==> config.mk <==
export PLATFORM = sky130hd
export DESIGN_NAME = sptt_cost_unit
export DESIGN_NICKNAME = d
export VERILOG_FILES = /design/src/design/sptt_pkg.sv /design/src/design/sptt_cost_unit.sv
export SDC_FILE = /design/constraint.sdc
export NUM_CORES = 1
export LEC_CHECK = 0
export BUFFER_PORTS_ARGS = -buffer_cell sky130_fd_sc_hd__buf_2
export CAP_MARGIN = 20
export CORE_AREA = 2 2 70 72
export DETAILED_ROUTE_END_ITERATION = 10
export DIE_AREA = 0 0 72 74
export GPL_TIMING_DRIVEN = 0
export PLACE_DENSITY_LB_ADDON = 0.25
export SYNTH_ARGS = -nofsm -noshare
export SYNTH_HDL_FRONTEND = slang
export SYNTH_SLANG_ARGS = --single-unit
export TNS_END_PERCENT = 100
==> constraint.sdc <==
create_clock -name vclk -period 4.56
set_input_delay 0.228 -clock vclk [all_inputs]
set_output_delay 0.228 -clock vclk [all_outputs]
set_load 0.01 [all_outputs]
==> src/design/sptt_pkg.sv <==
package sptt_pkg;

   localparam int MAX_NODES_DEF = 64;
   localparam int COST_BITS_DEF = 16;

   localparam int NODE_W      = 6;
   localparam int WEIGHT_W    = 16;
   localparam int NODES_CFG_W = 7;
   localparam int CSR_IDX_W   = 1;
   localparam int CSR_DATA_W  = 16;

   localparam logic [WEIGHT_W-1:0]    NO_EDGE_RESET = 16'd999;
   localparam logic [NODES_CFG_W-1:0] NODES_RESET   = 7'd43;

   typedef enum logic {
      OP_LOAD = 1'b0,
      OP_RUN  = 1'b1
   } op_type;

   typedef enum logic [CSR_IDX_W-1:0] {
      CSR_NODES_IN_USE  = 1'b0,
      CSR_NO_EDGE_VALUE = 1'b1
   } csr_index_type;

endpackage

==> src/design/sptt_cost_unit.sv <==
module sptt_cost_unit #(
   parameter int COST_BITS = sptt_pkg::COST_BITS_DEF
) (
   input  logic [COST_BITS-1:0] op_a,
   input  logic [COST_BITS-1:0] op_b,
   input  logic [COST_BITS-1:0] op_ref,
   output logic [COST_BITS-1:0] sum,
   output logic                 less
);

   logic [COST_BITS:0] raw;

   always_comb begin
      raw  = {1'b0, op_a} + {1'b0, op_b};
      sum  = raw[COST_BITS] ? {COST_BITS{1'b1}} : raw[COST_BITS-1:0];
      less = sum < op_ref;
   end

endmodule

==> results of run 1 <==
-- worst max path at each step --
stage / to / cells after the start
global route: less / 17
global placement: less / 17
floorplan: less / 15
CTS: less / 17
finish: less / 17
detailed placement: less / 17
-- cells in the final DEF (no fill, tap or decap), types with 3 or more instances in the layout --
cell	count
a21o_1	4
a21oi_1	17
a31oi_1	3
buf_2	66
ha_1	31
inv_1	20
nand2_1	22
nand2b_1	4
nand4_1	4
nor2_1	10
nor3_1	6
o21a_1	3
o21ai_0	4
o21ai_1	6
xnor2_1	5
xor2_1	3
-- per-layer routing --
layer	wire length [um]	up-vias	GRT usage [%]
met5	0	-	0
met4	0	0	0
met3	129	0	0.271
met2	1570	25	21.8
met1	1520	595	15.3
li1	-	750	-
-- final cells by class --
type	instances	area (sq um)	share of cell area, %
buffer	2	8.76	0.552
inverter	20	75.1	4.73
multi-input combinational	149	1110	70.0
timing repair buffer	65	325	20.5
tap	54	67.6	4.26
-- metrics by stage --
step	utilization, %	power, uW	instance area (sq um)
finish	34.5	253	1590
global route	34.5	290	1590
CTS	34.5	257	1590
detailed placement	34.5	256	1590
global placement	34.5	256	1590
floorplan	-	172	1190
-- cell usage after synthesis (3+ instances only) --
master | instances | area [sq um]
xnor2_1 | 5 | 43.8
nand4_1 | 4 | 25.0
a31oi_1 | 3 | 18.8
ha_1 | 31 | 388
nor3_1 | 6 | 30.0
o21ai_1 | 6 | 30.0
xor2_1 | 3 | 26.3
o21ai_0 | 4 | 20.0
nand2b_1 | 4 | 25.0
o21a_1 | 3 | 22.5
inv_1 | 20 | 75.1
nor2_1 | 10 | 37.5
a21o_1 | 4 | 30.0
nand2_1 | 22 | 82.6
a21oi_1 | 17 | 85.1
-- where the power goes --
part           internal (uW)  switching, uW
clock network              0              0
registers                  0              0
logic                    115            139
total                    115            139
-- logic make-up (layout without fill, tap and decap cells) --
family / Yosys count / after routing / synth area share, %
XOR/XNOR: 8 / 8 / 5.86
adder cells (fa/ha/maj): 32 / 32 / 34.1
AO/OA/AOI/OAI: 48 / 48 / 26.1
AND/OR/NAND/NOR: 58 / 58 / 24.3
multiplexers: 3 / 3 / 2.62
buffers and inverters: 22 / 87 / 7.01
-- critical path: stages --
cell      delay, ns
buf_2          0.10
ha_1           0.21
fa_1           0.43
a21oi_2        0.22
o211ai_1       0.15
a21oi_1        0.35
o21a_1         0.38
buf_2          0.28
nand2_1        0.11
ha_1           0.30
and4_1         0.19
a221oi_1       0.26
o21ai_1        0.13
a21oi_1        0.14
o21ai_0        0.08
a31oi_1        0.14
buf_2          0.15
==> impl_metrics.toml, run 1 <==
[status]
status = "finished, final reports clean"

[setup_path]
cp-startpoint = "op_a[0]"
start_kind = "primary input"
critPathRequiredTime_ns = 4.33
critical_path_peak_fanout = 10
arrival_ns = 3.85
critPathCaptureType = "output pin"
crit_type = "primary input to output pin"

[synthesis]
seq_area_frac_synth_pct = 0
syn_inst = 171
synth_cell_types = 39
syn_area_sq_um = 1190
syn_area_per_cell_sq_um = 6.99
synth-warning-count = 0
syn_nets = 251

[min_path]
hold_depth = 4
min_from = "op_ref[0]"
hp-class = "primary input to output pin"
hold_end = "less"

[sta]
setup_viol = 0
final_max_slew_viol_count = 0
finalCritPeriodShare_pct = 89.4
hold_slack_ns = 0.838
max_freq_mhz = 245
fin_setup_tns_ns = 0
timing.slew.headroom_pct = 70.6
min_period_ns = 4.08
rsz0062_at_grt = "no"
hold_viol = 0
worst_slack_ns = 0.484
worst_pin_slew_ns = 0.438

[global_routing]
grt_max_degree = 11
overflow = 0
first_global_vias = 1223
grt_first_pass_wirelength_um = 5160
grt.total_usage_pct = 11.4
antenna_found_initial = 0

[drt]
vias_per_cell = 4.72
dr.pass1.iters = 4
wl_per_cell_um = 11.1
ant_nets = 0
drt-initial-drc-count = 24
via_count = 1370
totalWireLength_um = 3230
route.detailed.drc = 0

[placed_design]
dp_cells = 290
hpwl_um = 2910
gp_congestion = 0.750
port_buffers = 65
pre_cts_ws_ns = 0.448

[floorplanning]
die_area_sq_um = 5330
die_h_um = 74
fp.dieW_um = 72
rows = 25
fp.coreArea_sq_um = 4600
io_pins = 65
start_util_pct = 26.0

[final_layout]
seq_cell_count = 0
antenna_cells = 0
final_cells = 290
nets = 318
nClkBuffers = 0
drive_gt1_share_pct = 30.1
syn_to_final_growth_pct = 32.9
final-seq-area_sq_um = 0
fillers = 542

[clock_tree]
post-cts-setup-buffer-count = 0
cts_resized = 0
cts_hold_buf = 0

[job]
maxCapViolCount = 0

[power_and_ir_drop]
p_per_area_nw_per_um2 = 159
leakage_uw = 0.000845
ir_worst_vdd_uv = 38.9
No activity file was read; power rests on OpenSTA's default activity.
==> run 2: changes to the inputs <==
CORE_AREA = 2 2 53 55   (was 2 2 70 72)
DIE_AREA = 0 0 55 57   (was 0 0 72 74)
==> run 2 against run 1 <==
Clock-buffer cell count did not move; non-clock buffer count unchanged; final area is 1.8% lower; hold slack worse by 0.0026 ns; wire length is 7.0% lower; critical path depth unchanged; core utilization increased by 25 points; sequential share of layout area is the same; critical path type unchanged; largest cell class unchanged; largest power group unchanged; highest routed layer is now met4.
==> impl_metrics.toml, run 2 (synthesized netlist as in run 1, its figures left out) <==
[setup_path]
slowest_delay_ns = 0.43
crit_top_cell = "buf_2"
arrival_ns = 3.80
start_kind = "primary input"
critPathRequiredTime_ns = 4.33
critPathSlowestCell = "fa_1"
critical_path_peak_fanout = 10
crit_type = "primary input to output pin"
crit_chain = "buf_2, ha_1, fa_1, a21oi_2, o211ai_1, a21oi_1, o21a_1, buf_2, nand2_1, ha_1, a21oi_1, o21ai_1, a21o_1, a211oi_1, o21ai_0, a31oi_1, buf_2"
critPathCaptureType = "output pin"

[drt]
route.detailed.drc = 0
ant_nets = 0
wl_per_cell_um = 11.2
via_count = 1417
dr.pass1.iters = 4
totalWireLength_um = 3000
vias_per_cell = 5.31
drt-initial-drc-count = 29

[final_layout]
final_cell_mix = "66 x buf_2, 31 x ha_1, 22 x nand2_1"
antenna_cells = 0
layout_commonest_cell = "buf_2"
drive_gt1_share_pct = 30.1
nClkBuffers = 0
seq_cell_count = 0
syn_to_final_growth_pct = 30.5
final-seq-area_sq_um = 0
nets = 318

[floorplanning]
die_h_um = 57
fp.dieW_um = 55
die_area_sq_um = 3140
start_util_pct = 45.7
fp.coreArea_sq_um = 2620
io_pins = 65
rows = 19

[sta]
finalCritPeriodShare_pct = 88.4
timing.slew.headroom_pct = 70.8
min_period_ns = 4.03
max_freq_mhz = 248
setup_viol = 0
fin_setup_tns_ns = 0
final_max_slew_viol_count = 0
rsz0062_at_grt = "no"
hold_slack_ns = 0.836
worst_slack_ns = 0.527
hold_viol = 0
worst_pin_slew_ns = 0.435

[placed_design]
pre_cts_ws_ns = 0.550
gp_congestion = 0.807
hpwl_um = 2700
port_buffers = 65

[clock_tree]
post-cts-setup-buffer-count = 0
cts_hold_buf = 0
cts_resized = 0

[power_and_ir_drop]
leakage_uw = 0.000845
ir_worst_vdd_uv = 88.9
p_per_area_nw_per_um2 = 164
total_power_uw = 255

[global_routing]
grt_first_pass_wirelength_um = 4840
overflow = 0
grt_max_degree = 11
antenna_found_initial = 0
grt.total_usage_pct = 19.3
first_global_vias = 1246

[min_path]
min_from = "op_ref[0]"
hold_end = "less"
hp-class = "primary input to output pin"
hold_depth = 4

[status]
status = "finished, final reports clean"

[job]
maxCapViolCount = 0
-- run 2: worst max-delay path by stage --
stage | from | slack [ns] | cells after the start | endpoint
2_1_floorplan | op_a[0] | 0.99 | 15 | less
5_1_grt | op_a[0] | 0.20 | 17 | less
4_1_cts | op_a[0] | 0.54 | 17 | less
3_5_place_dp | op_a[0] | 0.55 | 17 | less
3_3_place_gp | op_a[0] | 0.59 | 17 | less
6_report | op_a[0] | 0.53 | 17 | less
-- run 2: final cells by class --
type / count / area (sq um)
repair buffers: 65 / 325
well taps: 31 / 38.8
plain buffers: 2 / 8.76
multi-input cells: 149 / 1110
inverters: 20 / 75.1
fillers: 270 / 1060
-- run 2: layer usage --
metal  track usage [%]  up-vias  routed length (um)
met2              34.2       51                1430
met4              4.88        0                  41
met5                 0        -                   0
met3              1.31        6                 169
li1                  -      752                   -
met1              24.6      608                1360
-- run 2: per-stage QoR --
stage | utilization, % | cell area, sq um | cells
6_report | 59.6 | 1560 | 267
5_1_grt | 59.6 | 1560 | 267
4_1_cts | 59.6 | 1560 | 267
3_5_place_dp | 59.6 | 1560 | 267
3_3_place_gp | 59.6 | 1560 | 267
2_1_floorplan | - | 1190 | 171
-- run 2: critical path, delay by kind of cell --
family,cells,cell delay [ns]
AO/OA/AOI/OAI,10,2.01
adder cells (fa/ha/maj),3,0.96
buffers and inverters,3,0.52
AND/OR/NAND/NOR,1,0.11
-- run 2: where the power goes --
group | leakage (uW) | internal (uW) | switching [uW]
Clock | 0 | 0 | 0
Sequential | 0 | 0 | 0
Combinational | 0.000845 | 115 | 140
==> run 3: changes to the inputs <==
RECOVER_POWER = 25   (was not set)
==> run 3 against run 2 <==
Flip-flop and latch count unchanged; cell count unchanged; critical path depth unchanged; combinational power about the same.
==> impl_metrics.toml, run 3 (synthesized netlist as in run 1, its figures left out) <==
[global_routing]
grt_first_pass_wirelength_um = 4840
grt_max_degree = 11
grt.total_usage_pct = 19.3
antenna_found_initial = 0
first_global_vias = 1246
overflow = 0

[job]
maxCapViolCount = 0

[final_layout]
final_cell_mix = "64 x buf_2, 31 x ha_1, 22 x nand2_1"
drive_gt1_share_pct = 28.8
nets = 318
final-seq-area_sq_um = 0
seq_cell_count = 0
antenna_cells = 0
nClkBuffers = 0
design_area_sq_um = 1550
layout_commonest_cell = "buf_2"
final_util_pct = 59.4
syn_to_final_growth_pct = 29.9

[power_and_ir_drop]
leakage_uw = 0.000840
p_per_area_nw_per_um2 = 163
total_power_uw = 254
ir_worst_vdd_uv = 88.7

[drt]
route.detailed.drc = 0
via_count = 1407
wl_per_cell_um = 11.2
totalWireLength_um = 3000
ant_nets = 0
dr.pass1.iters = 4
drt-initial-drc-count = 24
vias_per_cell = 5.27

[setup_path]
arrival_ns = 3.88
crit_type = "primary input to output pin"
crit_chain = "buf_2, ha_1, fa_1, a21oi_1, o211ai_1, a21oi_1, o21a_1, buf_2, nand2_1, ha_1, a21oi_1, o21ai_1, a21o_1, a211oi_1, o21ai_0, a31oi_1, buf_2"
slowest_delay_ns = 0.42
cp-startpoint = "op_a[0]"
critPathCaptureType = "output pin"
critPathSlowestCell = "fa_1"
critical_path_peak_fanout = 10
start_kind = "primary input"
critPathRequiredTime_ns = 4.33

[floorplanning]
fp.dieW_um = 55
die_h_um = 57
io_pins = 65
fp.coreArea_sq_um = 2620
die_area_sq_um = 3140
start_util_pct = 45.7
rows = 19

[sta]
final_max_slew_viol_count = 0
rsz0062_at_grt = "no"
fin_setup_tns_ns = 0
finalCritPeriodShare_pct = 90.1
min_period_ns = 4.11
timing.slew.headroom_pct = 70.8
worst_pin_slew_ns = 0.435
hold_viol = 0
setup_viol = 0
max_freq_mhz = 243
hold_slack_ns = 0.836

[placed_design]
gp_congestion = 0.807
hpwl_um = 2700
port_buffers = 65
placed_area_sq_um = 1560

[clock_tree]
cts_hold_buf = 0
cts_resized = 0
post-cts-setup-buffer-count = 0

[min_path]
min_from = "op_ref[0]"
hp-class = "primary input to output pin"

[status]
status = "finished, final reports clean"
==> run 3: through the flow <==
step	std cells	setup slack (ns)
floorplan	171	0.988
finish	267	0.452
global placement	267	0.591
CTS	267	0.541
detailed placement	267	0.550
global route	267	0.121
==> run 3: layout make-up <==
class	instances	area (sq um)
multi-input cells	149	1110
inverters	20	75.1
well taps	31	38.8
repair buffers	65	323
plain buffers	2	8.76
fillers	274	1060
==> run 3: path summary, 6_finish.rpt <==
path / endpoint / cells past startpoint / slack, ns
worst max-delay path: less / 17 / 0.45
worst min-delay path: less / 4 / 0.84
==> run 3: report_power, final <==
| part | switching, uW | internal (uW) | leakage (uW) |
|---|---|---|---|
| logic | 140 | 114 | 0.000840 |
| registers | 0 | 0 | 0 |
| clock network | 0 | 0 | 0 |
| total | 140 | 114 | 0.000840 |
==> run 3: routing by layer <==
layer / share of wire, % / global-route usage (%)
met1: 45 / 24.6
met2: 48 / 34.2
met3: 5.5 / 1.31
met4: 1.4 / 4.88
met5: 0 / 0
==> run 3: worst max-delay path: cells and delay by family <==
kind	cells	cell delay [ns]
AND/OR/NAND/NOR	1	0.11
adder cells (fa/ha/maj)	3	0.95
AO/OA/AOI/OAI	10	2.08
buffers and inverters	3	0.52
