## src/design/sptt_pkg.sv

```systemverilog
package sptt_pkg;

   localparam int MAX_NODES_DEF = 64;
   localparam int COST_BITS_DEF = 16;

   localparam int NODE_W      = 6;
   localparam int WEIGHT_W    = 16;
   localparam int NODES_CFG_W = 7;
   localparam int CSR_IDX_W   = 1;
   localparam int CSR_DATA_W  = 16;

   localparam logic [WEIGHT_W-1:0]    NO_EDGE_RESET = 16'd999;
   localparam logic [NODES_CFG_W-1:0] NODES_RESET   = 7'd43;

   typedef enum logic {
      OP_LOAD = 1'b0,
      OP_RUN  = 1'b1
   } op_type;

   typedef enum logic [CSR_IDX_W-1:0] {
      CSR_NODES_IN_USE  = 1'b0,
      CSR_NO_EDGE_VALUE = 1'b1
   } csr_index_type;

endpackage

```

## src/design/sptt_ram.sv

```systemverilog
module sptt_ram #(
   parameter int WIDTH = sptt_pkg::COST_BITS_DEF,
   parameter int DEPTH = sptt_pkg::MAX_NODES_DEF
) (
   input  logic                     clock,
   input  logic                     wr_en,
   input  logic [$clog2(DEPTH)-1:0] wr_addr,
   input  logic [WIDTH-1:0]         wr_data,
   input  logic [$clog2(DEPTH)-1:0] rd_addr,
   output logic [WIDTH-1:0]         rd_data
);

   logic [WIDTH-1:0] mem_ff [DEPTH];

   always_ff @(posedge clock) begin
      if (wr_en) begin
         mem_ff[wr_addr] <= wr_data;
      end
      rd_data <= mem_ff[rd_addr];
   end

endmodule

```

## config.mk

```make
export PLATFORM = sky130hd
export DESIGN_NAME = sptt_ram
export DESIGN_NICKNAME = d
export VERILOG_FILES = /design/src/design/sptt_pkg.sv /design/src/design/sptt_ram.sv
export SDC_FILE = /design/constraint.sdc
export NUM_CORES = 1
export LEC_CHECK = 0
export BUFFER_PORTS_ARGS = -buffer_cell sky130_fd_sc_hd__buf_2
export CELL_PAD_IN_SITES_DETAIL_PLACEMENT = 0
export CELL_PAD_IN_SITES_GLOBAL_PLACEMENT = 1
export CORE_ASPECT_RATIO = 1.1
export CORE_MARGIN = 2
export CORE_UTILIZATION = 35
export CTS_BUF_LIST = sky130_fd_sc_hd__clkbuf_8
export CTS_CLUSTER_SIZE = 8
export DETAILED_ROUTE_END_ITERATION = 16
export PLACE_DENSITY = 0.56
export SYNTH_ARGS = -nofsm -noshare
export SYNTH_HDL_FRONTEND = slang
export SYNTH_SLANG_ARGS = --single-unit
```

## constraint.sdc

```tcl
create_clock -name clock -period 3.2 [get_ports clock]
set_clock_uncertainty 0.1 [all_clocks]
set_input_delay 0 -clock clock [delete_from_list [all_inputs] [get_ports clock]]
set_output_delay 0 -clock clock [all_outputs]
set_load 0.02 [all_outputs]
```

==> flow_summary_export.csv, run 1 <==
group,metric,value,unit
sta,fin_hold_ws,0.124,ns
power,leakage,14.9,nW
clocking,cts.reportedPaths.clkPinSlew,0.06,ns
finish,final_area,46200,um2
power,p_int,20.8,mW
grt,grt_first_pass_wirelength,154000,um
finish,final_cells,3776,
finish,utilization,40.6,%
sta,fmax,359,MHz
clocking,cts_inserted_buffers,163,
power,p_per_area,582,nW/um2
clocking,clk-insertion-delay-late,0.85,ns
place,dp.cells,3455,
floorplanning,rows,130,
floorplanning,initial_core_util,35.2,%
clocking,cts-resized-gates,0,
logic_synthesis,synth_area_per_cell,21.9,um2
clocking,root_buffer,"clkbuf_8",
grt,first_global_vias,20600,
worst_setup_path,crit_chain,"dlygate4sd3_1, buf_8, buf_4, mux4_2, mux2i_1, a22oi_1, a31oi_1, dlygate4sd3_1, a311oi_1",
worst_setup_path,path_class,"in2reg",
sta,period_minus_slack,2.78,ns
clocking,cts_buffer_depth,3,
grt,grt_antenna_before_repair,5,
worst_setup_path,required,3.80,ns
logic_synthesis,ys_seq_area_share,77.6,%
sta,setup-violations-final,0,
clocking,clock_sinks,1040,
logic_synthesis,syn_area,40000,um2
status,outcome,"finished, final reports clean",
route,routed_wire_length_per_instance,28.6,um
worst_setup_path,crit_top_cell,"dlygate4sd3_1",
clocking,htreeDepth,4,
flow_run,max_cap_violations,0,
sta,fin_ws,0.418,ns
worst_setup_path,arrival,3.38,ns
worst_setup_path,cp_max_fo,26,
finish,drive_above_1_share,29.2,%
worst_setup_path,endpoint_kind,"flop",
power,p_total,26.9,mW
place,io_buffers,45,
sta,fin_setup_tns,0,ns
power,clkPwrFrac,37.9,%
route,drt_wl_total,108000,um
sta,finalHoldViolations,0,
grt,grt_usage,18.7,%
logic_synthesis,synth-seq-cells,1040,
finish,fillers,10200,
grt,overflow,0,
worst_setup_path,start_kind,"primary input",
power,swShare,22.6,%
logic_synthesis,yosys_warnings,0,
floorplanning,die_h,359,um
finish,syn_to_final_growth,15.3,%
logic_synthesis,async_flop_share,0,%
power,peakVddDrop,363,uV
route,drcViolationCount,0,
floorplanning,dieArea,117000,um2
power,p_seq_share,56.3,%
floorplanning,io_pins,46,
route,dr.pass1.iters,5,
worst_setup_path,max_stage_delay,0.62,ns
logic_synthesis,synth_edf_count,1024,
sta,max_slew.worst_pin.slew,1.30,ns
logic_synthesis,ys.flop_type,"edfxtp_1",
sta,min_period_over_period,86.9,%
power,switchingPower,6.07,mW
floorplanning,dieWidth,327,um
sta,drv_slew,0,
worst_setup_path,cpMaxStageDelayCell,"dlygate4sd3_1",
sta,slew_headroom,13.6,%
logic_synthesis,synth.net_count,1859,
grt,grt_max_degree,65,
floorplanning,core-area,114000,um2
route,viasPerCell,5.25,
clocking,post_cts_buffers,0,
place,hpwl,66400,um
clocking,cts_tree,"done",
power,pwr-share-comb,5.8,%
sta,rsz0062_at_grt,"false",
place,gp_congestion,0.814,
finish,fin_nets,2166,
place,placed_cell_area,42900,um2
route,num_vias,19800,
min_path,hp-class,"in2reg",
logic_synthesis,synthDistinctLibCells,43,
route,dr.first_iter.drc_count,1743,
route,ant_nets,0,
logic_synthesis,synthCells,1829,
place,post-place-ws,0.313,ns
synthesized netlist by cell type, drive strengths merged (3+ instances only):
cell type  number  share of area [%]
edfxtp       1024                 77
mux4          224                 13
mux2i          85                2.1
buf            77                1.6
nor2           74               0.71
nand2          60               0.58
a22oi          39               0.73
nor2b          30               0.47
clkbuf         27               0.27
mux2           27               0.76
nand3          24               0.30
a21oi          17               0.21
a221oi         16               0.35
dfxtp          16               0.80
nand4          12               0.19
a211o           8               0.17
a211oi          8               0.15
a311oi          8               0.17
a31oi           8               0.12
o21ai           8               0.10
a221o           6               0.15
a22o            6               0.13
a41oi           5               0.11
and4            5               0.11
nand2b          3              0.047
nor4            3              0.094
path summary, 6_finish.rpt:
| check | startpoint | endpoint | slack, ns | cells past startpoint |
|---|---|---|---|---|
| max reg2reg | mem_ff[7][9] | rd_data[9] | 0.48 | 6 |
| min | wr_data[14] | mem_ff[31][14] | 0.12 | 3 |
| max | rd_addr[2] | rd_data[9] | 0.42 | 9 |
| min reg2reg | mem_ff[32][10] | rd_data[10] | 0.78 | 4 |
logic make-up (layout without fill, tap and decap cells):
family	after synthesis	in the layout	share of synthesized area, %
mux	336	336	15.5
flops	1040	1040	77.6
simple gates	220	220	2.65
compound gates	129	129	2.41
buf+inv	104	529	1.83
other cells	0	4	0
per-layer routing:
layer  track usage [%]  share of wire [%]
met1              25.1                 43
met2              30.9                 50
met3              3.32                5.1
met4              5.87                2.3
met5                 0                  0
sequential cells by signal, summed over array words and instances, names as in the netlist:
signal,cells
mem_ff,1024
rd_data,16
power by group through the flow:
stage                     Sequential (mW)  Combinational (mW)  Clock [mW]
after floorplan                      15.4               0.781           0
after global placement               15.4                1.52           0
after detailed placement             15.4                1.55           0
after CTS                            15.1                1.58        10.5
after global routing                 15.1                1.65        11.1
final                                15.1                1.55        10.2
repair_timing:
item                                    4_1_cts  5_1_grt
endpoints found under the setup margin        0        0
endpoints found under the hold margin      1630        0
hold buffers                                 34        0
final cells by class:
class	count	area, um2	share of cell area, %
Sequential cell	1040	31100	67.3
Multi-Input combinational cell	685	8250	17.9
Clock buffer	178	2450	5.31
Timing Repair Buffer	246	2020	4.38
Tap cell	1518	1900	4.11
Clock inverter	105	474	1.03
Antenna cell	4	10.0	0.0217
worst max-delay path: cells and delay by family:
family / cells / cell delay [ns]
buf+inv: 4 / 1.89
mux: 2 / 0.80
compound gates: 3 / 0.60
cell usage in the layout, fill, tap and decap left out, types with 12 or more instances in the layout:
cell,Yosys,routed
inv_1,0,76
edfxtp_1,1024,1024
nor2b_1,30,30
a221oi_1,16,16
dfxtp_1,16,16
a22oi_1,39,39
mux2i_1,85,85
buf_12,5,14
clkinv_1,0,17
nor2_1,72,71
buf_4,13,153
a21oi_1,17,17
mux2_2,27,27
nand4_1,12,12
clkbuf_8,0,178
nand3_1,24,24
nand2_1,59,59
mux4_2,220,220
dlygate4sd3_1,0,34
buf_2,36,42
(Power assumes the default switching activity.)
==> run 2: changes to the inputs <==
--- a/config.mk
+++ b/config.mk
@@ -5,6 +5,7 @@
 export SDC_FILE = /design/constraint.sdc
 export NUM_CORES = 1
 export LEC_CHECK = 0
+export ABC_AREA = 1
 export BUFFER_PORTS_ARGS = -buffer_cell sky130_fd_sc_hd__buf_2
 export CELL_PAD_IN_SITES_DETAIL_PLACEMENT = 0
 export CELL_PAD_IN_SITES_GLOBAL_PLACEMENT = 1
@@ -14,7 +15,7 @@
 export CTS_BUF_LIST = sky130_fd_sc_hd__clkbuf_8
 export CTS_CLUSTER_SIZE = 8
 export DETAILED_ROUTE_END_ITERATION = 16
-export PLACE_DENSITY = 0.56
+export PLACE_DENSITY = 0.59
 export SYNTH_ARGS = -nofsm -noshare
 export SYNTH_HDL_FRONTEND = slang
 export SYNTH_SLANG_ARGS = --single-unit
==> run 2 against run 1 <==
Routed wire length is 18% higher. Flip-flop and latch count stayed put. Global-route usage is 2.0 points higher. Critical path type unchanged. Critical endpoint is now rd_data[8]. Synthesized area is 5.1% higher. Register-to-register slack better by 0.02 ns. Synthesized cell count is 92% higher. Design area is 4.1% higher. Sequential power hardly changed. Die area is 5.1% higher. Largest power group unchanged. Via count is 38% higher. Sequential share of layout area is 2.6 points lower.
==> flow_summary_export.csv, run 2 <==
group,metric,value,unit
status,outcome,"finished, final reports clean",
logic_synthesis,synthAdderAreaFrac,0,%
min_path,hp-start,"wr_data[7]",
worst_setup_path,path_class,"in2reg",
place,dp.cells,5059,
min_path,whs_path_depth,3,
grt,grt_antenna_before_repair,2,
finish,largest_register_ffs,1024,
logic_synthesis,synth_xor_area_share,0,%
power,peakVddDrop,349,uV
worst_setup_path,rr_endpoint,"rd_data[8]",
sta,min_period_over_period,96.0,%
grt,grt_first_pass_wirelength,185000,um
floorplanning,initial_core_util,35.2,%
sta,rsz0062_at_grt,"false",
place,gp_congestion,0.758,
logic_synthesis,synth-seq-cells,1040,
finish,fin_nets,3758,
clocking,clk-insertion-delay-late,0.85,ns
sta,fin_setup_tns,0,ns
sta,slew_headroom,20.5,%
logic_synthesis,synthCells,3517,
logic_synthesis,synth_most_common_cell,"nand2_1",
floorplanning,io_pins,46,
route,ant_nets,0,
logic_synthesis,netlist_top_cells_area,"edfxtp_1, nand2_1, nand3_1",
finish,final_common_cell,"nand2_1",
clocking,root_buffer,"clkbuf_8",
clocking,htreeDepth,4,
route,dr.first_iter.drc_count,2322,
worst_setup_path,required,3.87,ns
logic_synthesis,syn_area,42100,um2
floorplanning,dieWidth,335,um
grt,grt-busiest-layer,"met2",
worst_setup_path,rr_worst_depth,10,
floorplanning,rows,133,
clocking,cts_tree,"done",
sta,finalHoldViolations,0,
finish,regMostFlops,"mem_ff",
worst_setup_path,reg2reg_from,"mem_ff[55][8]",
floorplanning,core-area,119000,um2
finish,drive_above_1_share,11.8,%
grt,grt.met2_usage,32.5,%
logic_synthesis,synth_top_area_cell,"edfxtp_1",
sta,period_minus_slack,3.07,ns
clocking,cts_buffer_depth,3,
finish,final_cell_mix,"nand2_1, edfxtp_1, nand3_1",
finish,syn_to_final_growth,14.2,%
grt,first_global_vias,26700,
grt,use_met3,3.62,%
worst_setup_path,start_kind,"primary input",
logic_synthesis,synth-simple-area-share,22.7,%
grt,use_met1,29.1,%
grt,grt_usage,20.7,%
min_path,hold_end,"mem_ff[58][7]",
logic_synthesis,synth_area_per_cell,12.0,um2
worst_setup_path,endpoint_kind,"flop",
finish,regArea,31100,um2
route,drt_wl_total,127000,um
logic_synthesis,ys_seq_area_share,73.8,%
sta,drv_slew,0,
floorplanning,die_h,368,um
clocking,cts_inserted_buffers,178,
logic_synthesis,async_flop_share,0,%
logic_synthesis,ys.flop_type,"edfxtp_1",
flow_run,max_cap_violations,0,
place,io_buffers,45,
finish,final_cells,5425,
worst_setup_path,arrival,3.74,ns
sta,max_slew.worst_pin.slew,1.19,ns
route,routed_wire_length_per_instance,23.4,um
logic_synthesis,synthDistinctLibCells,16,
logic_synthesis,synth.net_count,3547,
finish,multi_input_area,9660,um2
finish,top_regs,"mem_ff: 1024 flops, rd_data: 16 flops",
logic_synthesis,synth_edf_count,1024,
place,hpwl,72100,um
logic_synthesis,yosys-top-cells-count,"nand2_1, edfxtp_1, nand3_1",
worst_setup_path,crit_start,"rd_addr[0]",
sta,setup-violations-final,0,
grt,overflow,0,
logic_synthesis,yosys_warnings,0,
logic_synthesis,synth_top_family_by_area,"simple AND/OR/NAND/NOR gates",
floorplanning,dieArea,123000,um2
clocking,clock_sinks,1040,
min_path,hp-class,"in2reg",
power,p_per_area,578,nW/um2
power,leakage,17.5,nW
finish,fillers,11500,
sta,fin_hold_ws,0.160,ns
logic_synthesis,yosys.area.top_type_share,73.0,%
logic_synthesis,synth-compound-area-share,0,%
logic_synthesis,synthMuxAreaShare,0,%
worst_setup_path,r2r_setup_slack,0.50,ns
sta,fmax,326,MHz
clocking,cts.reportedPaths.clkPinSlew,0.06,ns
grt,grt_max_degree,103,
route,num_vias,27300,
clocking,cts-resized-gates,0,
worst_setup_path,cp_max_fo,102,
route,drcViolationCount,0,
route,viasPerCell,5.04,
route,dr.pass1.iters,5,
[run 2: changes by cell type in the layout (fill, tap and decap cells not counted), moves of 17 or more]
cell | previous run | this run
a22oi_1 | 39 | 0
nand2_1 | 59 | 1296
clkinv_1 | 17 | 47
mux4_2 | 220 | 0
nand3_1 | 24 | 871
a21oi_1 | 17 | 0
mux2_2 | 27 | 0
nor2_1 | 71 | 28
mux2i_1 | 85 | 0
nor2_2 | 3 | 28
nor2b_1 | 30 | 0
[run 2: per-layer routing]
layer,vias up,wire (um)
li1,12800,-
met2,768,59300
met5,-,0
met3,203,7090
met4,0,3300
met1,13500,57400
[run 2: logic make-up (layout without fill, tap and decap cells)]
family                 after synthesis  in the layout
buffers and inverters              237            590
flip-flops                        1040           1040
AND/OR/NAND/NOR                   2240           2240
other                                0              3
[run 2: how the worst max path moves through the flow]
| stage | to | slack [ns] | cells after the start |
|---|---|---|---|
| global placement | rd_data[4] | 0.77 | 10 |
| floorplan | mem_ff[48][0] | 0.55 | 3 |
| finish | rd_data[8] | 0.13 | 14 |
| global route | rd_data[8] | 0.03 | 14 |
| detailed placement | rd_data[8] | 0.76 | 10 |
| CTS | rd_data[8] | 0.22 | 14 |
[run 2: where the power goes]
part | total [mW] | internal [mW] | switching (mW)
logic | 1.96 | 0.501 | 1.46
clock network | 10.7 | 5.28 | 5.39
registers | 15.1 | 15.1 | 0.0541
[run 2: worst max-delay path, stage by stage]
cell,delay [ns]
dlygate4sd3_1,0.57
buf_8,0.33
buf_12,0.42
buf_4,0.29
nand2_1,0.06
nand3_1,0.08
nand3_1,0.11
nand2_1,0.12
nand2_1,0.07
nand3_1,0.29
nand3_1,0.11
dlygate4sd3_1,0.57
nand2_1,0.06
dlygate4sd3_1,0.54
[run 2: layout make-up]
type / count / share of cell area [%]
inverter: 12 / 0.154
antenna: 3 / 0.0156
timing repair buffer: 256 / 4.55
multi-input combinational: 2240 / 20.1
clock inverter: 144 / 1.39
clock buffer: 178 / 5.10
sequential: 1040 / 64.7
tap: 1552 / 4.04
[run 2: what timing repair did]
item,CTS,global route
hold buffers,41,0
setup buffers,0,0
hold endpoints to repair,1653,0
[run 2: metrics by stage]
step	worst slack (ns)	utilization, %	power, mW	area, um2
after floorplan	0.546	-	16.4	42100
after global placement	0.768	37.3	17.4	44500
after detailed placement	0.762	37.3	17.4	44500
after CTS	0.219	40.2	28.1	48000
after global routing	0.0308	40.2	28.8	48100
final	0.129	40.2	27.8	48100
==> run 3: changes to the inputs <==
--- a/config.mk
+++ b/config.mk
@@ -10,7 +10,6 @@
 export CELL_PAD_IN_SITES_DETAIL_PLACEMENT = 0
 export CELL_PAD_IN_SITES_GLOBAL_PLACEMENT = 1
 export CORE_ASPECT_RATIO = 1.1
-export CORE_MARGIN = 2
 export CORE_UTILIZATION = 35
 export CTS_BUF_LIST = sky130_fd_sc_hd__clkbuf_8
 export CTS_CLUSTER_SIZE = 8
==> constraint.sdc (replaced) <==
create_clock -name clock -period 4 [get_ports clock]
set_clock_uncertainty 0.1 [all_clocks]
set_input_delay 0 -clock clock [delete_from_list [all_inputs] [get_ports clock]]
set_output_delay 0 -clock clock [all_outputs]
set_load 0.02 [all_outputs]
==> run 3 against run 2 <==
Final cell count down 1.5%. Routed wire length down 0.97%. Register-to-register slack better by 0.55 ns. Critical endpoint is now rd_data[14]. Largest cell class unchanged. Largest power group unchanged.
==> flow_summary_export.csv, run 3 (same netlist as run 2, synthesis figures left out) <==
group,metric,value,unit
sta,finalHoldViolations,0,
sta,max_slew.worst_pin.slew,1.22,ns
clocking,clk-insertion-delay-late,0.84,ns
grt,use_met3,3.17,%
worst_setup_path,path_class,"in2reg",
power,p_total,22.0,mW
flow_run,max_cap_violations,0,
finish,syn_to_final_growth,12.7,%
route,drt_wl_total,126000,um
floorplanning,initial_core_util,35.2,%
place,post-place-ws,1.42,ns
floorplanning,rows,133,
route,ant_nets,0,
grt,first_global_vias,26700,
worst_setup_path,crit_start,"rd_addr[2]",
worst_setup_path,reg2reg_from,"mem_ff[33][14]",
finish,final_cell_mix,"nand2_1, edfxtp_1, nand3_1",
clocking,cts_inserted_buffers,173,
floorplanning,dieArea,122000,um2
finish,largest_register_ffs,1024,
grt,grt-busiest-layer,"met2",
grt,grt_usage,20.6,%
power,leakage,17.2,nW
route,drcViolationCount,0,
grt,grt_first_pass_wirelength,184000,um
sta,fin_setup_tns,0,ns
worst_setup_path,endpoint_kind,"flop",
sta,fin_ws,0.482,ns
finish,final_common_cell,"nand2_1",
status,outcome,"finished, final reports clean",
place,gp_congestion,0.768,
grt,overflow,0,
clocking,htreeDepth,4,
place,dp.cells,5005,
grt,use_met1,29.2,%
route,viasPerCell,5.09,
worst_setup_path,required,4.67,ns
clocking,root_buffer,"clkbuf_8",
floorplanning,die_h,366,um
min_path,hp-class,"in2reg",
sta,fin_hold_ws,0.105,ns
route,dr.first_iter.drc_count,2277,
route,num_vias,27200,
route,dr.pass1.iters,5,
finish,drive_above_1_share,10.4,%
sta,setup-violations-final,0,
grt,grt_antenna_before_repair,7,
floorplanning,core-area,119000,um2
clocking,cts_buffer_depth,3,
worst_setup_path,cp_max_fo,74,
place,hpwl,68200,um
sta,min_period_over_period,88.0,%
floorplanning,io_pins,46,
finish,top_regs,"mem_ff: 1024 flops, rd_data: 16 flops",
place,io_buffers,45,
clocking,clock_sinks,1040,
finish,fin_nets,3699,
worst_setup_path,arrival,4.18,ns
sta,drv_slew,0,
grt,grt_max_degree,130,
floorplanning,dieWidth,333,um
route,routed_wire_length_per_instance,23.5,um
min_path,hp-start,"wr_data[14]",
sta,slew_headroom,18.3,%
finish,final_cells,5346,
sta,rsz0062_at_grt,"false",
sta,period_minus_slack,3.52,ns
sta,fmax,284,MHz
clocking,cts.reportedPaths.clkPinSlew,0.06,ns
power,peakVddDrop,224,uV
grt,grt.met2_usage,32.9,%
power,p_per_area,463,nW/um2
clocking,cts_tree,"done",
finish,regMostFlops,"mem_ff",
worst_setup_path,start_kind,"primary input",
[run 3: cell types whose count changed in the layout (fill, tap and decap cells not counted)]
cell and change:
buf_12 -8, buf_4 -46, bufinv_16 -1, clkbuf_8 +6, clkinv_1 -17, clkinv_2 -1
clkinvlp_4 -2, inv_1 -4, inv_2 +1, inv_6 -1, inv_8 -6, nor2_1 +1
nor2_2 -1
[run 3: report_power, final]
| part | leakage, nW | internal [mW] | total (mW) | switching (mW) |
|---|---|---|---|---|
| registers | 9.35 | 12.1 | 12.1 | 0.0483 |
| logic | 6.03 | 0.366 | 1.51 | 1.14 |
| clock network | 1.79 | 4.19 | 8.35 | 4.16 |
[run 3: area by class of cell]
cell class,instances,area (um2)
diodes,3,7.51
clock buffers,184,2530
clock inverters,113,462
fillers,11500,72100
inverters,12,76.3
multi-input cells,2240,9660
flip-flops and latches,1040,31100
well taps,1552,1940
repair buffers,202,1680
[run 3: per-stage QoR]
stage | cell area [um2] | util, %
2_1_floorplan | 42100 | -
3_3_place_gp | 44000 | 36.8
5_1_grt | 47400 | 39.7
4_1_cts | 47400 | 39.7
3_5_place_dp | 44000 | 36.8
6_report | 47400 | 39.7
[run 3: repair_timing]
action                     in CTS  in global routing
hold endpoints to repair     1750                  0
hold buffers                   41                  0
resized for setup               0                  0
buffers inserted                0                  0
setup endpoints to repair       0                  0
[run 3: final timing paths]
check | end | slack (ns) | cells past startpoint
worst min-delay path | mem_ff[62][14] | 0.11 | 2
worst max register to register | rd_data[14] | 1.05 | 11
worst max-delay path | rd_data[14] | 0.48 | 13
worst min register to register | rd_data[7] | 0.71 | 8
[run 3: critical path, cell delays in order]
cell and delay (ns):
dlygate4sd3_1 0.56, buf_6 0.24, inv_8 0.57, buf_4 0.45
nand3_1 0.16, nand2_1 0.12, nand2_1 0.05, dlygate4sd3_1 0.58
nand3_1 0.08, dlygate4sd3_1 0.56, nand3_1 0.06, nand2_1 0.08
dlygate4sd3_1 0.53
[run 3: routing by layer]
| layer | vias to the layer above | part of all wire (%) | wire length, um |
|---|---|---|---|
| met5 | - | 0.0087 | 11 |
| met4 | 2 | 2.0 | 2580 |
| met3 | 178 | 5.1 | 6470 |
| met2 | 718 | 47 | 58700 |
| met1 | 13600 | 46 | 58100 |
| li1 | 12700 | - | - |
